===== config.mk =====
export PLATFORM = sky130hd
export DESIGN_NAME = cba_ctrl
export DESIGN_NICKNAME = d
export VERILOG_FILES = /design/src/design/cba_pkg.sv /design/src/design/cba_ctrl.sv
export VERILOG_INCLUDE_DIRS = /design/src /design/src/design
export SDC_FILE = /design/constraint.sdc
export NUM_CORES = 1
export LEC_CHECK = 0
export BUFFER_PORTS_ARGS = -buffer_cell sky130_fd_sc_hd__buf_4
export CAP_MARGIN = 20
export CORE_AREA = 5 5 42 44
export DETAILED_ROUTE_END_ITERATION = 16
export DIE_AREA = 0 0 47 49
export GPL_TIMING_DRIVEN = 0
export PLACE_DENSITY = 0.61
export SLEW_MARGIN = 25
export SYNTH_ARGS = -nofsm -noshare
export SYNTH_HDL_FRONTEND = slang
export SYNTH_SLANG_ARGS = --single-unit

===== constraint.sdc =====
create_clock -name clk_i -period 1.66 [get_ports clk_i]
set_clock_uncertainty 0.05 [all_clocks]
set_input_delay 0.166 -clock clk_i [delete_from_list [all_inputs] [get_ports clk_i]]
set_output_delay 0.166 -clock clk_i [all_outputs]
set_load 0.02 [all_outputs]

===== src/design/contiguous_block_allocator_assert.svh =====
// Assertion macros used by the allocator controller.
`ifndef CONTIGUOUS_BLOCK_ALLOCATOR_ASSERT_SVH
`define CONTIGUOUS_BLOCK_ALLOCATOR_ASSERT_SVH

// Implication checked on every clock edge outside reset.
`define CBA_ASSERT_IMP(label, clk, rst_n, ante, cons, msg) \
  label: assert property (@(posedge clk) disable iff (!rst_n) (ante) |-> (cons)) \
    else $error(msg);

// Next-cycle implication checked outside reset.
`define CBA_ASSERT_NEXT(label, clk, rst_n, ante, cons, msg) \
  label: assert property (@(posedge clk) disable iff (!rst_n) (ante) |=> (cons)) \
    else $error(msg);

`endif


===== src/design/cba_pkg.sv =====
`timescale 1ns / 1ps
package cba_pkg;
  localparam int unsigned NumBlocksDef  = 1024;
  localparam int unsigned BlockBytesDef = 8;
  localparam int unsigned OutBlkW       = 10;
  localparam int unsigned SizeW         = 13;

  localparam logic [1:0] OpAdd    = 2'd0;
  localparam logic [1:0] OpGet    = 2'd1;
  localparam logic [1:0] OpDelete = 2'd2;
  localparam logic [1:0] OpDefrag = 2'd3;

  localparam logic [1:0] StOk       = 2'd0;
  localparam logic [1:0] StNoSpace  = 2'd1;
  localparam logic [1:0] StNotFound = 2'd2;

  // Controller to datapath commands.
  typedef struct packed {
    logic load;      // latch the incoming word
    logic clr_ptr;   // clear scan pointers
    logic step;      // advance the scan
    logic scan_rd;   // scan read issued this cycle (data next cycle)
    logic finish;    // compute result and update bump pointer
  } cba_cmd_t;

  // Datapath to controller status.
  typedef struct packed {
    logic rd_done;   // all reads issued
    logic wr_done;   // all writes of the current walk issued
    logic init_busy; // map clearing pass after reset still running
  } cba_sts_t;
endpackage


===== src/design/cba_ctrl.sv =====
`timescale 1ns / 1ps
module cba_ctrl import cba_pkg::*; (
  input  logic     clk_i,
  input  logic     rst_ni,
  input  logic     s_valid_i,
  output logic     s_ready_o,
  output logic     m_valid_o,
  input  logic     m_ready_i,
  input  logic [1:0] op_i,
  output cba_cmd_t cmd_o,
  input  cba_sts_t sts_i
);
  `include "contiguous_block_allocator_assert.svh"

  typedef enum logic [2:0] {
    StIdle, StStart, StScan, StDrain, StWalk, StDone, StOut
  } state_e;

  state_e state_q;
  logic   ready_q, valid_q;
  logic [1:0] op_q;
  logic   acc, take;

  assign acc  = s_valid_i && ready_q;
  assign take = valid_q && m_ready_i;

  always_comb begin
    cmd_o = '0;
    cmd_o.load    = acc;
    cmd_o.clr_ptr = state_q == StStart;
    cmd_o.scan_rd = state_q == StScan && !sts_i.rd_done && op_q != OpAdd;
    cmd_o.step    = state_q == StWalk;
    cmd_o.finish  = state_q == StDone;
  end

  always_ff @(posedge clk_i or negedge rst_ni) begin
    if (!rst_ni) begin
      state_q <= StIdle;
      ready_q <= 1'b0;
      valid_q <= 1'b0;
      op_q    <= OpAdd;
    end else begin
      case (state_q)
        StIdle: begin
          if (acc) begin
            ready_q <= 1'b0;
            op_q    <= op_i;
            state_q <= StStart;
          end else begin
            ready_q <= !sts_i.init_busy;
          end
        end
        StStart: state_q <= (op_q == OpAdd) ? StWalk : StScan;
        StScan:  if (sts_i.rd_done) state_q <= StDrain;
        StDrain: state_q <= (op_q == OpDefrag) ? StWalk : StDone;
        StWalk:  if (sts_i.wr_done) state_q <= StDone;
        StDone: begin
          valid_q <= 1'b1;
          state_q <= StOut;
        end
        StOut: begin
          if (take) begin
            valid_q <= 1'b0;
            ready_q <= 1'b1;
            state_q <= StIdle;
          end
        end
        default: state_q <= StIdle;
      endcase
    end
  end

  assign s_ready_o = ready_q;
  assign m_valid_o = valid_q;

  `CBA_ASSERT_IMP(a_no_overlap, clk_i, rst_ni, valid_q, !ready_q, "accepting while result pending")
  `CBA_ASSERT_NEXT(a_acc_busy, clk_i, rst_ni, acc, !ready_q && state_q == StStart, "accept not taken")
  `CBA_ASSERT_IMP(a_valid_state, clk_i, rst_ni, valid_q, state_q == StOut, "result outside output state")
endmodule


==> impl_results.md <==
- H-tree depth: 1
- Leading area contributor after synthesis: dfrtp_1
- Hpwl dp: 714 um
- Vias in the first global route: 388
- Starting Density: 0.321
- Crit-path slowest cell: dfrtp_1
- Row count: 14
- RSZ-0062 raised after global routing: false
- DIE AREA: 2300 um2
- Setup TNS: 0 ns
- Top-area cell type share of the netlist area: 0.390
- Total track usage: 0.0993
- Crit end category: output pin
- Worst-path clk slew: 0.05 ns
- Delay of the slowest critical-path stage: 0.41 ns
- Initial DRC Count: 8
- Routed via count: 388
- Layout cells sized above 1: 0.444
- Filler instances: 148
- TritonCTS clock tree: done
- EDFF count, synth: 0
- Sequential cell area fraction in the yosys report: 0.390
- Syn Area/Cell: 10.4 um2
- Cell variety after synth: 22
- Post-route antenna net violation count: 0
- Mapped cell area: 449 um2
- R2r startpoint: state_q[1]
- Worst IR drop on VDD: 0.000718 V
- Post-route DRC: 0
- Crit Path Max Fanout: 10
- Area delta synth->final: 37.6%
- Max_slew headroom: 0.860
- Largest cells by area after synthesis: dfrtp_1 39%, mux2_4 10%, buf_6 5.0%
- Synth Warn #: 0
- Status: finished clean
- Cell family with most CP delay: flip-flops
- Port bufs: 15
- Post-synth ARST share: 1.00
- Worst Tran Pin Value: 0.209 ns
- Avg WL per Cell: 11.9 um
- Register bit total from synthesis: 7
- Maxcap violations: 0
- PwrDens: 1830 nW/um2
- Worst Hold Class: primary input to flop
- Max Clock Freq: 646 MHz
- Crit path cell chain: buf_6, nor2b_1, and3b_1, buf_4
- Worst setup SP type: flop
- Final Worst Setup Slack: 0.111 ns
- Num CTS Buffers: 3
- P_leak: 0.296 nW
- Gate Count Post-Synth: 43
- Final setup violation count: 0
- Prevailing post-synth register cell: dfrtp_1
- Root Driver: clkbuf_4
- Clock Latency Late Sink: 0.26 ns
- Core Footprint: 1400 um2
- Design Area, Final: 618 um2
- # clock sinks: 7
- WP data arrival: 1.33 ns
- # diodes: 0
- Worst EP required: 1.44 ns
- Final Net Count: 73
- Antenna violations before repair: 0
- Max-slew violations: 0
- Detailed Route WL: 941 um
- Placer Congestion: 0.671
- Die Span X: 47 um
- WP buf/inv: 2
- I/O pin count: 16
- Final Hold Viols: 0
- Vias per Instance: 4.91
- Place WS: 0.288 ns
- Count leader, synth: dfrtp_1
- Post-synth top cells: 7 x dfrtp_1, 4 x nor2_1, 3 x a21oi_1, 3 x mux2_4, 3 x o21ai_0
- Hold WS: 0.0884 ns
- Hold Path Origin: op_i[0]
- First-pass GRT wire length: 1.60 mm
- Critical path class: flop to output pin
- Max clock buf depth: 2
- Crit path from: state_q[2]
- Total grt overflow: 0
- Post-Syn Nets: 52
- Period utilization: 0.933
- Chip height: 49 um
- Area of placed instances: 582 um2
- Tmin final: 1.55 ns
- First-pass detailed-route iteration total: 3
- Pin count of the biggest net entering global routing: 11
-- state kept, by name, indices dropped and copies added, names as in the netlist --
name and cells:
state_q 3, s_ready_o 1, op_q 2, m_valid_o 1
-- through the flow --
stage                     utilization  std cells  power, mW
final                           0.441         79       1.13
after global routing            0.441         79       1.22
after CTS                       0.441         79       1.15
after detailed placement        0.415         74      0.976
after global placement          0.415         74      0.970
after floorplan                     -         43      0.790
-- kinds of logic after synthesis --
logic type             count (synthesis)  synth area share
buffers and inverters                  4            0.0836
muxes                                  3             0.100
and+or+nand+nor                       16             0.240
AOI/OAI and AO/OA                     13             0.187
DFF                                    7             0.390
-- final cells by class --
| cell class | count | area, um2 | share of cell area |
|---|---|---|---|
| Multi-Input combinational cell | 32 | 236 | 0.383 |
| Sequential cell | 7 | 175 | 0.283 |
| Timing Repair Buffer | 16 | 123 | 0.198 |
| Buffer | 4 | 37.5 | 0.0607 |
| Clock buffer | 4 | 26.3 | 0.0425 |
| Tap cell | 16 | 20.0 | 0.0324 |
-- final timing paths --
| path | endpoint | slack, ns | cells past startpoint |
|---|---|---|---|
| setup reg to reg | op_q[1] | 0.29 | 4 |
| max in group asynchronous | op_q[0] | 1.23 | 2 |
| setup / recovery | cmd_o[1] | 0.11 | 4 |
| min in group asynchronous | state_q[0] | 0.21 | 2 |
| hold reg to reg | op_q[0] | 0.53 | 1 |
| hold / removal | op_q[0] | 0.09 | 2 |
-- cells in the final DEF, fill, tap and decap left out, types with 2 or more instances in the layout --
cell | synthesis | routed
buf_4 | 2 | 17
dfrtp_1 | 7 | 7
buf_6 | 2 | 2
and3b_1 | 2 | 2
mux2_4 | 3 | 3
o21ai_0 | 3 | 3
nand2_1 | 2 | 2
nor2_1 | 4 | 4
clkbuf_4 | 0 | 3
a21oi_1 | 3 | 3
and2_1 | 2 | 2
a31oi_1 | 2 | 2
-- where the power goes --
part           total (mW)  internal [mW]  leakage, nW  switching, mW
Combinational       0.640          0.336        0.198          0.305
Sequential          0.331          0.252       0.0830         0.0790
Clock               0.161         0.0922       0.0150         0.0693
-- metal layers --
| layer | part of all wire | track usage |
|---|---|---|
| met4 | 0.040 | 0.0829 |
| met1 | 0.47 | 0.128 |
| met5 | 0 | 0 |
| met2 | 0.45 | 0.127 |
| met3 | 0.045 | 0.0332 |
-- timing repair --
item / 4_1_cts / 5_1_grt
endpoints found under the hold margin: 7 / 0
setup buffers: 0 / 0
hold buffers: 1 / 0
resized for setup: 0 / 0
Note: power is estimated with default switching activity, not from simulation.
